File: src/hdl/acdp_pkg.sv
// ----------------------------------------------------------------------------
// acdp_pkg
// Types and constants shared by the data-processing execute pipeline.
// ----------------------------------------------------------------------------
package acdp_pkg;

   localparam int FLAG_N = 3;
   localparam int FLAG_Z = 2;
   localparam int FLAG_C = 1;
   localparam int FLAG_V = 0;

   localparam int REQ_BITS = 132;
   localparam int RSP_BITS = 43;

   typedef enum logic [3:0] {
      OP_AND = 4'd0,
      OP_EOR = 4'd1,
      OP_SUB = 4'd2,
      OP_RSB = 4'd3,
      OP_ADD = 4'd4,
      OP_ADC = 4'd5,
      OP_SBC = 4'd6,
      OP_RSC = 4'd7,
      OP_TST = 4'd8,
      OP_TEQ = 4'd9,
      OP_CMP = 4'd10,
      OP_CMN = 4'd11,
      OP_ORR = 4'd12,
      OP_MOV = 4'd13,
      OP_BIC = 4'd14,
      OP_MVN = 4'd15
   } alu_op_type;

   typedef enum logic [1:0] {
      SH_LSL = 2'd0,
      SH_LSR = 2'd1,
      SH_ASR = 2'd2,
      SH_ROR = 2'd3
   } shift_kind_type;

   // input transaction, instruction in the lowest bits
   typedef struct packed {
      logic [3:0]  flags_in;
      logic [31:0] rs_value;
      logic [31:0] rm_value;
      logic [31:0] rn_value;
      logic [31:0] instruction;
   } req_type;

   // result transaction, not_data_processing in the lowest bit
   typedef struct packed {
      logic [3:0]  flags_out;
      logic [3:0]  dest_index;
      logic        write_dest;
      logic [31:0] result_value;
      logic        executed;
      logic        not_data_processing;
   } rsp_type;

   // decode -> shifter
   typedef struct packed {
      logic           dp;
      logic           exec;
      alu_op_type     op;
      logic           s;
      logic [3:0]     rd;
      logic [3:0]     flags;
      logic [31:0]    rn;
      logic [31:0]    rm;
      logic           imm;
      logic [7:0]     imm8;
      logic [3:0]     rot;
      shift_kind_type kind;
      logic           reg_sh;
      logic [7:0]     amt;
   } dec_type;

   // shifter -> alu
   typedef struct packed {
      logic        dp;
      logic        exec;
      alu_op_type  op;
      logic        s;
      logic [3:0]  rd;
      logic [3:0]  flags;
      logic [31:0] rn;
      logic [31:0] op2;
      logic        sc;
   } opnd_type;

endpackage

File: src/hdl/acdp_decode.sv
// ----------------------------------------------------------------------------
// acdp_decode
// Stage 1: encoding class check, condition test, operand 2 field extraction.
// ----------------------------------------------------------------------------
module acdp_decode (
   input  logic              clock,
   input  logic              reset,
   input  logic              in_valid,
   output logic              in_ready,
   input  acdp_pkg::req_type in_data,
   output logic              out_valid,
   input  logic              out_ready,
   output acdp_pkg::dec_type out_data
);

   typedef enum logic [3:0] {
      COND_EQ = 4'd0,
      COND_NE = 4'd1,
      COND_CS = 4'd2,
      COND_CC = 4'd3,
      COND_MI = 4'd4,
      COND_PL = 4'd5,
      COND_VS = 4'd6,
      COND_VC = 4'd7,
      COND_HI = 4'd8,
      COND_LS = 4'd9,
      COND_GE = 4'd10,
      COND_LT = 4'd11,
      COND_GT = 4'd12,
      COND_LE = 4'd13,
      COND_AL = 4'd14,
      COND_NV = 4'd15
   } cond_type;

   logic              valid_ff;
   logic              valid_in;
   acdp_pkg::dec_type data_ff;
   acdp_pkg::dec_type data_in;
   logic              pass;

   assign in_ready  = !valid_ff || out_ready;
   assign out_valid = valid_ff;
   assign out_data  = data_ff;
   assign valid_in  = in_ready ? in_valid : valid_ff;

   always_comb begin
      logic n, z, c, v;
      n = in_data.flags_in[acdp_pkg::FLAG_N];
      z = in_data.flags_in[acdp_pkg::FLAG_Z];
      c = in_data.flags_in[acdp_pkg::FLAG_C];
      v = in_data.flags_in[acdp_pkg::FLAG_V];
      unique case (cond_type'(in_data.instruction[31:28]))
         COND_EQ: pass = z;
         COND_NE: pass = !z;
         COND_CS: pass = c;
         COND_CC: pass = !c;
         COND_MI: pass = n;
         COND_PL: pass = !n;
         COND_VS: pass = v;
         COND_VC: pass = !v;
         COND_HI: pass = c && !z;
         COND_LS: pass = !c || z;
         COND_GE: pass = (n == v);
         COND_LT: pass = (n != v);
         COND_GT: pass = !z && (n == v);
         COND_LE: pass = z || (n != v);
         COND_AL: pass = 1'b1;
         COND_NV: pass = 1'b0;
         default: pass = 1'b0;
      endcase
   end

   always_comb begin
      logic [31:0]          insn;
      acdp_pkg::alu_op_type op;
      logic                 dp;
      insn = in_data.instruction;
      op   = acdp_pkg::alu_op_type'(insn[24:21]);
      dp   = (insn[27:26] == 2'b00);
      // multiply / swap / halfword space
      if (!insn[25] && insn[4] && insn[7]) begin
         dp = 1'b0;
      end
      // status register / branch-exchange space: compare ops without S
      if (!insn[20] && (op inside {acdp_pkg::OP_TST, acdp_pkg::OP_TEQ,
                                   acdp_pkg::OP_CMP, acdp_pkg::OP_CMN})) begin
         dp = 1'b0;
      end
      data_in.dp     = dp;
      data_in.exec   = dp && pass;
      data_in.op     = op;
      data_in.s      = insn[20];
      data_in.rd     = insn[15:12];
      data_in.flags  = in_data.flags_in;
      data_in.rn     = in_data.rn_value;
      data_in.rm     = in_data.rm_value;
      data_in.imm    = insn[25];
      data_in.imm8   = insn[7:0];
      data_in.rot    = insn[11:8];
      data_in.kind   = acdp_pkg::shift_kind_type'(insn[6:5]);
      data_in.reg_sh = insn[4];
      data_in.amt    = insn[4] ? in_data.rs_value[7:0] : {3'b000, insn[11:7]};
   end

   always_ff @(posedge clock) begin
      if (reset) begin
         valid_ff <= 1'b0;
      end else begin
         valid_ff <= valid_in;
      end
   end

   always_ff @(posedge clock) begin
      if (in_valid && in_ready) begin
         data_ff <= data_in;
      end
   end

endmodule

File: src/hdl/acdp_shift.sv
// ----------------------------------------------------------------------------
// acdp_shift
// Stage 2: barrel shifter, forms operand 2 and the shifter carry.
// ----------------------------------------------------------------------------
module acdp_shift (
   input  logic               clock,
   input  logic               reset,
   input  logic               in_valid,
   output logic               in_ready,
   input  acdp_pkg::dec_type  in_data,
   output logic               out_valid,
   input  logic               out_ready,
   output acdp_pkg::opnd_type out_data
);

   logic               valid_ff;
   logic               valid_in;
   acdp_pkg::opnd_type data_ff;
   acdp_pkg::opnd_type data_in;
   logic [31:0]        op2;
   logic               sc;

   assign in_ready  = !valid_ff || out_ready;
   assign out_valid = valid_ff;
   assign out_data  = data_ff;
   assign valid_in  = in_ready ? in_valid : valid_ff;

   always_comb begin
      logic [31:0]        rm;
      logic               cin;
      logic [4:0]         a5;
      logic [32:0]        lsl_w;
      logic [32:0]        lsr_w;
      logic signed [32:0] asr_w;
      logic [63:0]        ror_w;
      logic [31:0]        imm32;
      logic [63:0]        imm_w;
      logic [31:0]        fill;
      rm    = in_data.rm;
      cin   = in_data.flags[acdp_pkg::FLAG_C];
      a5    = in_data.amt[4:0];
      lsl_w = {1'b0, rm} << a5;
      lsr_w = {rm, 1'b0} >> a5;
      asr_w = $signed({rm, 1'b0}) >>> a5;
      ror_w = {rm, rm} >> a5;
      imm32 = {24'd0, in_data.imm8};
      imm_w = {imm32, imm32} >> {in_data.rot, 1'b0};
      fill  = {32{rm[31]}};

      // general case, amount 1..31 (ROR also takes the low five bits)
      case (in_data.kind)
         acdp_pkg::SH_LSL: begin
            op2 = lsl_w[31:0];
            sc  = lsl_w[32];
         end
         acdp_pkg::SH_LSR: begin
            op2 = lsr_w[32:1];
            sc  = lsr_w[0];
         end
         acdp_pkg::SH_ASR: begin
            op2 = asr_w[32:1];
            sc  = asr_w[0];
         end
         default: begin
            op2 = ror_w[31:0];
            sc  = ror_w[31];
         end
      endcase

      if (in_data.imm) begin
         op2 = imm_w[31:0];
         sc  = (in_data.rot == 4'd0) ? cin : imm_w[31];
      end else if (!in_data.reg_sh) begin
         if (a5 == 5'd0) begin
            case (in_data.kind)
               acdp_pkg::SH_LSL: begin
                  op2 = rm;
                  sc  = cin;
               end
               acdp_pkg::SH_LSR: begin
                  op2 = 32'd0;
                  sc  = rm[31];
               end
               acdp_pkg::SH_ASR: begin
                  op2 = fill;
                  sc  = rm[31];
               end
               default: begin
                  // RRX
                  op2 = {cin, rm[31:1]};
                  sc  = rm[0];
               end
            endcase
         end
      end else if (in_data.amt == 8'd0) begin
         op2 = rm;
         sc  = cin;
      end else if (in_data.amt[7:5] != 3'd0) begin
         case (in_data.kind)
            acdp_pkg::SH_LSL: begin
               op2 = 32'd0;
               sc  = (in_data.amt == 8'd32) ? rm[0] : 1'b0;
            end
            acdp_pkg::SH_LSR: begin
               op2 = 32'd0;
               sc  = (in_data.amt == 8'd32) ? rm[31] : 1'b0;
            end
            acdp_pkg::SH_ASR: begin
               op2 = fill;
               sc  = rm[31];
            end
            default: begin
               if (a5 == 5'd0) begin
                  op2 = rm;
                  sc  = rm[31];
               end
            end
         endcase
      end
   end

   always_comb begin
      data_in.dp    = in_data.dp;
      data_in.exec  = in_data.exec;
      data_in.op    = in_data.op;
      data_in.s     = in_data.s;
      data_in.rd    = in_data.rd;
      data_in.flags = in_data.flags;
      data_in.rn    = in_data.rn;
      data_in.op2   = op2;
      data_in.sc    = sc;
   end

   always_ff @(posedge clock) begin
      if (reset) begin
         valid_ff <= 1'b0;
      end else begin
         valid_ff <= valid_in;
      end
   end

   always_ff @(posedge clock) begin
      if (in_valid && in_ready) begin
         data_ff <= data_in;
      end
   end

endmodule

File: src/hdl/acdp_alu.sv
// ----------------------------------------------------------------------------
// acdp_alu
// Stage 3: adder and logic unit, flag update, result register.
// ----------------------------------------------------------------------------
module acdp_alu (
   input  logic               clock,
   input  logic               reset,
   input  logic               in_valid,
   output logic               in_ready,
   input  acdp_pkg::opnd_type in_data,
   output logic               out_valid,
   input  logic               out_ready,
   output acdp_pkg::rsp_type  out_data
);

   logic              valid_ff;
   logic              valid_in;
   acdp_pkg::rsp_type data_ff;
   acdp_pkg::rsp_type data_in;

   assign in_ready  = !valid_ff || out_ready;
   assign out_valid = valid_ff;
   assign out_data  = data_ff;
   assign valid_in  = in_ready ? in_valid : valid_ff;

   always_comb begin
      logic [31:0] a;
      logic [31:0] b;
      logic        ci;
      logic [32:0] sum;
      logic [31:0] r;
      logic        arith;
      logic        wr;
      logic        c;
      logic        v;
      logic        cf;
      cf    = in_data.flags[acdp_pkg::FLAG_C];
      a     = in_data.rn;
      b     = in_data.op2;
      ci    = 1'b0;
      arith = 1'b1;
      wr    = 1'b1;
      case (in_data.op)
         acdp_pkg::OP_SUB, acdp_pkg::OP_CMP: begin
            b  = ~in_data.op2;
            ci = 1'b1;
         end
         acdp_pkg::OP_RSB: begin
            a  = in_data.op2;
            b  = ~in_data.rn;
            ci = 1'b1;
         end
         acdp_pkg::OP_ADC: begin
            ci = cf;
         end
         acdp_pkg::OP_SBC: begin
            b  = ~in_data.op2;
            ci = cf;
         end
         acdp_pkg::OP_RSC: begin
            a  = in_data.op2;
            b  = ~in_data.rn;
            ci = cf;
         end
         default: begin
         end
      endcase
      sum = {1'b0, a} + {1'b0, b} + {32'd0, ci};

      case (in_data.op)
         acdp_pkg::OP_AND, acdp_pkg::OP_TST: begin
            r     = in_data.rn & in_data.op2;
            arith = 1'b0;
         end
         acdp_pkg::OP_EOR, acdp_pkg::OP_TEQ: begin
            r     = in_data.rn ^ in_data.op2;
            arith = 1'b0;
         end
         acdp_pkg::OP_ORR: begin
            r     = in_data.rn | in_data.op2;
            arith = 1'b0;
         end
         acdp_pkg::OP_MOV: begin
            r     = in_data.op2;
            arith = 1'b0;
         end
         acdp_pkg::OP_BIC: begin
            r     = in_data.rn & ~in_data.op2;
            arith = 1'b0;
         end
         acdp_pkg::OP_MVN: begin
            r     = ~in_data.op2;
            arith = 1'b0;
         end
         default: begin
            r = sum[31:0];
         end
      endcase

      if (in_data.op inside {acdp_pkg::OP_TST, acdp_pkg::OP_TEQ,
                             acdp_pkg::OP_CMP, acdp_pkg::OP_CMN}) begin
         wr = 1'b0;
      end

      c = arith ? sum[32] : in_data.sc;
      v = arith ? ((a[31] ^ r[31]) & (b[31] ^ r[31])) : in_data.flags[acdp_pkg::FLAG_V];

      data_in.not_data_processing = !in_data.dp;
      data_in.executed            = in_data.exec;
      data_in.result_value        = in_data.exec ? r : 32'd0;
      data_in.write_dest          = in_data.exec && wr;
      data_in.dest_index          = in_data.dp ? in_data.rd : 4'd0;
      data_in.flags_out           = (in_data.exec && in_data.s)
                                    ? {r[31], (r == 32'd0), c, v} : in_data.flags;
   end

   always_ff @(posedge clock) begin
      if (reset) begin
         valid_ff <= 1'b0;
      end else begin
         valid_ff <= valid_in;
      end
   end

   always_ff @(posedge clock) begin
      if (in_valid && in_ready) begin
         data_ff <= data_in;
      end
   end

   // a skipped instruction leaves the flags alone
   a_skip_flags: assert property (@(posedge clock) disable iff (reset)
      (in_valid && in_ready && !in_data.exec) |=> (data_ff.flags_out == $past(in_data.flags)))
      else $error("flags changed by a skipped instruction");

endmodule

File: src/hdl/arm_conditional_data_processing_top.sv
// ----------------------------------------------------------------------------
// arm_conditional_data_processing_top
// ARMv4 data-processing execute: decode, barrel shift, ALU, flag update.
// An accepted req transaction is registered in the decode, shift and ALU
// stages, in that order, before it is offered as an rsp transaction.
// Throughput: one instruction per cycle; a full stage holds only while the
// stage after it is full and held, which starts at rsp_tready low.
// Reset: synchronous, active high; clears the stage valid bits only.
// ----------------------------------------------------------------------------
module arm_conditional_data_processing_top (
   input  logic         clock,
   input  logic         reset,
   input  logic         req_tvalid,
   output logic         req_tready,
   // instruction[31:0], rn_value[63:32], rm_value[95:64], rs_value[127:96],
   // flags_in[131:128], zero[135:132]
   input  logic [135:0] req_tdata,
   output logic         rsp_tvalid,
   input  logic         rsp_tready,
   // not_data_processing[0], executed[1], result_value[33:2], write_dest[34],
   // dest_index[38:35], flags_out[42:39], zero[47:43]
   output logic [47:0]  rsp_tdata
);

   acdp_pkg::req_type  req_data;
   acdp_pkg::dec_type  dec_data;
   acdp_pkg::opnd_type opnd_data;
   acdp_pkg::rsp_type  rsp_data;
   logic               dec_valid;
   logic               dec_ready;
   logic               opnd_valid;
   logic               opnd_ready;

   assign req_data  = acdp_pkg::req_type'(req_tdata[acdp_pkg::REQ_BITS-1:0]);
   assign rsp_tdata = {5'd0, rsp_data};

   acdp_decode u_decode (
      .clock     (clock),
      .reset     (reset),
      .in_valid  (req_tvalid),
      .in_ready  (req_tready),
      .in_data   (req_data),
      .out_valid (dec_valid),
      .out_ready (dec_ready),
      .out_data  (dec_data)
   );

   acdp_shift u_shift (
      .clock     (clock),
      .reset     (reset),
      .in_valid  (dec_valid),
      .in_ready  (dec_ready),
      .in_data   (dec_data),
      .out_valid (opnd_valid),
      .out_ready (opnd_ready),
      .out_data  (opnd_data)
   );

   acdp_alu u_alu (
      .clock     (clock),
      .reset     (reset),
      .in_valid  (opnd_valid),
      .in_ready  (opnd_ready),
      .in_data   (opnd_data),
      .out_valid (rsp_tvalid),
      .out_ready (rsp_tready),
      .out_data  (rsp_data)
   );

   a_accept_lands: assert property (@(posedge clock) disable iff (reset)
      (req_tvalid && req_tready) |=> dec_valid)
      else $error("accepted transaction missing from decode stage");

   a_full_stall: assert property (@(posedge clock) disable iff (reset)
      (dec_valid && opnd_valid && rsp_tvalid && !rsp_tready) |-> !req_tready)
      else $error("input taken while pipeline is full and stalled");

   a_inert_result: assert property (@(posedge clock) disable iff (reset)
      (rsp_tvalid && !rsp_data.executed)
         |-> (rsp_data.result_value == 32'd0 && !rsp_data.write_dest))
      else $error("skipped instruction produced a result");

   a_class_exec: assert property (@(posedge clock) disable iff (reset)
      (rsp_tvalid && rsp_data.not_data_processing)
         |-> (!rsp_data.executed && rsp_data.dest_index == 4'd0))
      else $error("non data-processing word marked executed");

endmodule
File: config.mk
export PLATFORM = sky130hd
export DESIGN_NAME = arm_conditional_data_processing_top
export DESIGN_NICKNAME = d
export VERILOG_FILES = /design/src/hdl/acdp_pkg.sv /design/src/hdl/acdp_decode.sv /design/src/hdl/acdp_shift.sv /design/src/hdl/acdp_alu.sv /design/src/hdl/arm_conditional_data_processing_top.sv
export SDC_FILE = /design/constraint.sdc
export NUM_CORES = 1
export LEC_CHECK = 0
export BUFFER_PORTS_ARGS = -buffer_cell sky130_fd_sc_hd__buf_2
export CAP_MARGIN = 20
export CORE_ASPECT_RATIO = 1.5
export CORE_UTILIZATION = 55
export CTS_BUF_LIST = sky130_fd_sc_hd__clkbuf_4 sky130_fd_sc_hd__clkbuf_8 sky130_fd_sc_hd__clkbuf_16
export DETAILED_ROUTE_END_ITERATION = 12
export PLACE_DENSITY_LB_ADDON = 0.1
export SLEW_MARGIN = 20
export SYNTH_ARGS = -nofsm -noshare
export SYNTH_HDL_FRONTEND = slang
export SYNTH_SLANG_ARGS = --single-unit
File: constraint.sdc
create_clock -name clock -period 9.65 [get_ports clock]
set_input_delay 2.895 -clock clock [delete_from_list [all_inputs] [get_ports clock]]
set_output_delay 2.895 -clock clock [all_outputs]
set_load 0.01 [all_outputs]
# ---- Word level (Yosys, flattened, before mapping)
# Index checks and enable logic that the tools add are counted.
dict set report op_classes {
  muxes 33
  addsub 2
  n_shift 5
  reduce_logical 46
  bitwise 9
  n_eq_ne 38
}
# operator n
set ops {}
lappend ops {{32-bit two-way mux} 7}
lappend ops {{32-bit case mux with 3 select lines} 2}
lappend ops {{32-bit case mux with 6 select lines} 1}
lappend ops {{32-bit case mux with 2 select lines} 2}
lappend ops {{4-bit equality test, second input constant} 20}
lappend ops {{32-bit AND} 2}
lappend ops {{32-bit inverter} 2}
lappend ops {{64-bit by 5-bit >> shifter with 32-bit output} 1}
lappend ops {{40-bit by 5-bit >> shifter with 32-bit output} 1}
lappend ops {{32-bit by 32-bit adder with 33-bit output} 1}
lappend ops {{33-bit by 1-bit adder with 33-bit output} 1}
lappend ops {{32-bit by 5-bit left shift with 33-bit output} 1}
lappend ops {{33-bit by 5-bit >> shifter with 33-bit output} 1}
lappend ops {{33-bit by 5-bit >>> shifter with 33-bit output} 1}
lappend ops {{32-bit zero test} 1}
lappend ops {{32-bit OR} 1}
lappend ops {{32-bit XOR} 1}
lappend ops {{4-bit by 3-bit equality test with 1-bit output, second input constant} 7}
lappend ops {{4-bit by 2-bit equality test with 1-bit output, second input constant} 4}
lappend ops {{1-bit case mux with 16 select lines} 1}
lappend ops {{1-bit two-way mux} 14}
lappend ops {{4-bit zero test} 3}
lappend ops {{1-bit logical AND} 11}
lappend ops {{1-bit zero test} 10}
lappend ops {{21 further kinds} 37}
dict set report word_totals {
  inputBits 140
  out_inout_bits 50
  ff_bits 229
  elab_cells 166
}

# ---- Longest topological paths before layout
dict set report depth {
  word_depth 10
  mapped_depth 22
  ltp_nobuf 17
}

# ---- By module
# Synthesis repeated with hierarchy kept, for this count alone.
dict set report hier_totals {
  hier_cells 2299
  area_unflattened_um2 20699.9
}
# module area_each_um2 seq_area_each_um2 cells_each n_inst
set by_module_without_submodules {}
lappend by_module_without_submodules {acdp_shift 10247.3 2422.3 1163 1}
lappend by_module_without_submodules {acdp_alu 7041.8 1311.3 987 1}
lappend by_module_without_submodules {acdp_decode 3369.5 3022.9 143 1}
lappend by_module_without_submodules {arm_conditional_data_processing_top 41.3 0.0 6 1}

# ---- Worst setup path before layout
# OpenSTA, ideal clock, no wires.
dict set report synth_timing {
  path_type {input to register}
  startpoint {in rsp_tready}
  endpoint {reg u_shift.data_ff (netlist bit u_shift.out_data[0]), enable pin}
  stages 2
  t_required_ns 9.009
  t_arrival_ns 8.798
  slack_ns 0.212
  n_path_buf 0
  setup_ns 0.641
  cell_sequence {nor2b_1 -> a21boi_0}
}
dict set report synth_between {
  elab_chain_len 3
}
# element line
set synth_lines {}
lappend synth_lines {{from (decl)} arm_conditional_data_processing_top.sv:19} ;# input logic rsp_tready,
lappend synth_lines {{1-bit logical OR} acdp_alu.sv:21} ;# assign in_ready = !valid_ff || out_ready;
lappend synth_lines {{1-bit logical OR} acdp_shift.sv:23} ;# assign in_ready = !valid_ff || out_ready;
lappend synth_lines {{1-bit logical AND} acdp_shift.sv:143} ;# if (in_valid && in_ready) begin
lappend synth_lines {{to (signal assigned)} acdp_shift.sv:144} ;# data_ff <= data_in;
lappend synth_lines {{to (decl)} acdp_shift.sv:18} ;# acdp_pkg::opnd_type data_ff;
# Every way passes these cells.
# A chain may end at the register's enable or synchronous reset.

# ---- Worst setup path after layout
dict set report layout_timing {
  startpoint {in rsp_tready}
  endpoint {out req_tready}
}
dict set report layout_between {
  elab_chain_len 3
}
# element line
set layout_lines {}
lappend layout_lines {{1-bit logical OR} acdp_alu.sv:21}
lappend layout_lines {{1-bit logical OR} acdp_shift.sv:23}
lappend layout_lines {{1-bit logical OR} acdp_decode.sv:41} ;# assign in_ready = !valid_ff || out_ready;
lappend layout_lines {{to (decl)} arm_conditional_data_processing_top.sv:14} ;# output logic req_tready,
# Every way passes these cells.

==> results.md <==
Hold path
- **HP Start** u_decode.out_data[57]$_DFFE_PP_
- **Endpoint, Worst Hold** u_shift.out_data[34]$_DFFE_PP_
- **worst hold path type** flop to flop
- **instance count along the most critical hold path** 0

Synth
- **Syn Area/Cell** 8.62 µm²
- **leading area contributor after synthesis** sky130_fd_sc_hd__edfxtp_1
- **cell with the most instances after synthesis** sky130_fd_sc_hd__a21oi_1
- **Post-synth EDFFs** 223
- **portion of the post-synthesis area used by sequential elements** 35.0%
- **Yosys warning count** 0
- **ranking of synthesized cells by area** sky130_fd_sc_hd__edfxtp_1 35%, sky130_fd_sc_hd__a21oi_1 7.3%, sky130_fd_sc_hd__mux4_2 5.6%, sky130_fd_sc_hd__o21ai_0 4.9%, sky130_fd_sc_hd__nor2_1 4.7%
- **fraction of synthesis flops using an asynchronous set or reset pin** 0%
- **Primary FF master, synth** sky130_fd_sc_hd__edfxtp_1
- **cell area after synthesis** 19300 µm²
- **synthesis-stage register bit count** 226
- **number of distinct library cells after synthesis** 93
- **Commonest cells post-synth** 282 x sky130_fd_sc_hd__a21oi_1, 243 x sky130_fd_sc_hd__nor2_1, 223 x sky130_fd_sc_hd__edfxtp_1, 191 x sky130_fd_sc_hd__o21ai_0, 190 x sky130_fd_sc_hd__nand2_1
- **proportion of netlist area held by the largest area contributor** 34.7%
- **Post-Synthesis Cells** 2241

Timing
- **worst relative slew slack** 21.0%
- **FMAX** 145 MHz
- **sum of negative setup slack** 0 ns
- **Period Utilization, post-route** 71.4%
- **# setup viols final** 0
- **Final Hold Vio Count** 0
- **tightest hold margin** 0.409 ns
- **Worst-Margin Slew** 1.18 ns
- **final-report max-slew violation count** 0
- **post-layout min period** 6.89 ns
- **RSZ-0062 raised after global routing** no
- **worst clock skew** 0.0244 ns

Clock network
- **root buf cell** sky130_fd_sc_hd__clkbuf_16
- **TritonCTS clock tree** built
- **number of H-tree levels** 1
- **clock sink count** 226
- **buffer depth of the longest clock path** 3
- **postcts setup bufs** 0
- **clock input transition at the sequential cells of the worst setup and hold paths** 0.07 ns
- **Num CTS Buffers** 24
- **worst skew pair latency** 0.57 ns
- **# hold bufs at CTS** 0
- **total of cells resized after clock tree synthesis** 0

Critical path
- **data required time at the worst endpoint** 6.76 ns
- **Worst setup EP type** output port
- **kind of critical path** primary input to output port
- **Worst Reg2Reg Path Length in Cells** 15
- **register-to-register path setup slack** 3.57 ns
- **Crit path arrival time** 3.99 ns
- **worst flop-to-flop path startpoint** u_shift.out_data[74]$_DFFE_PP_
- **R2R Path End** u_alu.out_data[40]$_DFFE_PP_
- **crit-path max FO** 6
- **CP Launch Type** primary input

Power
- **total leakage power** 7.96 nW
- **Power per Cell Area** 160 nW/µm²
- **Power Internal** 2.11 mW
- **Reg power frac** 37.9%
- **reported net switching power** 1.23 mW
- **worst supply voltage drop on vdd** 0.163 mV
- **Comb pwr share** 34.6%
- **post-layout total power** 3.34 mW
- **fraction of power consumed by the clock network** 27.5%
- **Net Sw Frac** 36.9%

Place
- **number of input and output port buffers inserted** 152
- **detailed placement HPWL** 49.0 mm
- **routability cong.** 1.07

Floorplanning
- **initial cell density of the core** 56.2%
- **placeable core region** 34400 µm²
- **die width** 155 µm
- **die boundary height** 232 µm
- **Cell Rows** 83
- **die area** 35900 µm²
- **number of top-level pins** 190

Run status
- **run status** finished, final reports clean

Final layout
- **Layout Nets** 2463
- **layout cells sized above 1** 15.6%
- **Synth-to-Final Area Change** 8.28%
- **count of antenna diodes in the layout** 0

Route
- **detailed-route vias per instance** 6.79
- **detailed router's first-iteration violation count** 2018
- **aggregate routed wire length** 67.9 mm
- **residual antenna-violating net count after detailed routing** 0
- **average detailed-routed wire length per instance** 24.8 µm
- **detailed-router iteration count before antenna repair** 8
- **remaining design rule violation count** 0
- **number of vias in the routed layout** 18584

Global routing
- **All-Layer GR Usage** 37.5%
- **initial antenna violation count** 0
- **total congestion overflow after global routing** 0
- **maximum number of pins on one net before global-route repair** 92
- **first-pass GRT wire length** 101 mm
- **vias in the first global route** 17275

Run
- **# Max-Cap Violations** 0

==> metal layers <==
layer  global-route usage (%)  vias up  part of all wire, %
met5                        0        -                    0
met4                     29.6        0                  8.7
met3                     4.38      287                  7.4
met2                     65.7     1036                   50
met1                     41.0     8838                   34
li1                         -     8423                    -
==> worst max path at each step <==
stage,slack (ns),end,cells after the start,start
floorplan,0.21,u_shift.out_data[0]$_DFFE_PP_,2,rsp_tready
detailed placement,2.79,req_tready,4,rsp_tready
global placement,2.86,req_tready,4,rsp_tready
global route,2.67,req_tready,4,rsp_tready
CTS,2.78,req_tready,4,rsp_tready
finish,2.76,req_tready,4,rsp_tready
==> stage by stage <==
| stage | setup WS (ns) | cells | instance area, µm² | utilization [%] |
|---|---|---|---|---|
| after floorplan | 0.212 | 2245 | 19300 | - |
| after global placement | 2.86 | 2692 | 20100 | 58.5 |
| after global routing | 2.67 | 2738 | 20900 | 60.9 |
| final | 2.76 | 2738 | 20900 | 60.9 |
| after detailed placement | 2.79 | 2693 | 20100 | 58.5 |
| after CTS | 2.78 | 2737 | 20900 | 60.8 |
==> cell usage in the layout, fill, tap and decap left out, types with 48 or more instances in the layout <==
| cell type | n |
|---|---|
| sky130_fd_sc_hd__mux2i_1 | 82 |
| sky130_fd_sc_hd__buf_2 | 153 |
| sky130_fd_sc_hd__nand2_1 | 190 |
| sky130_fd_sc_hd__inv_1 | 92 |
| sky130_fd_sc_hd__mux4_2 | 48 |
| sky130_fd_sc_hd__a21oi_1 | 282 |
| sky130_fd_sc_hd__o21ai_0 | 191 |
| sky130_fd_sc_hd__o22ai_1 | 64 |
| sky130_fd_sc_hd__edfxtp_1 | 223 |
| sky130_fd_sc_hd__nor2_1 | 242 |
| sky130_fd_sc_hd__ha_1 | 67 |
==> kinds of logic (layout without fill, tap and decap cells) <==
logic type | after synthesis | after routing | synth area share, %
adders and majority gates | 70 | 70 | 4.61
other | 1 | 5 | 0.0194
buffers and inverters | 305 | 331 | 6.55
and+or+nand+nor | 660 | 660 | 15.6
AOI/OAI and AO/OA | 799 | 799 | 25.7
DFF | 226 | 226 | 35.0
muxes | 166 | 166 | 11.9
xor gates and xnor gates | 14 | 14 | 0.635
==> critical path, stage by stage <==
cell and delay [ns]:
sky130_fd_sc_hd__buf_2 0.10, sky130_fd_sc_hd__nor2b_1 0.59, sky130_fd_sc_hd__nand3_1 0.22, sky130_fd_sc_hd__buf_2 0.19
==> power by group through the flow <==
stage               Sequential (mW)  Combinational, mW  Clock (mW)
floorplan                      1.22              0.840           0
detailed placement             1.28               1.11           0
global placement               1.28               1.09           0
CTS                            1.26               1.12       0.934
finish                         1.27               1.15       0.918
global route                   1.27               1.24       0.964
==> final cells by class <==
cell class	count	area, µm²
clock buffers	27	629
clock inverters	17	155
fillers	2991	13500
inverters	97	364
multi-input cells	1714	11400
flip-flops and latches	226	6760
well taps	467	584
repair buffers	190	1060
==> registers in the layout, summed over array words and instances (netlist names) <==
signal and count:
u_alu.out_data 43, u_decode.out_data 100, u_decode.out_valid 1, u_shift.out_data 80, u_alu.out_valid 1, u_shift.out_valid 1
Note: power is estimated with default switching activity, not from simulation.
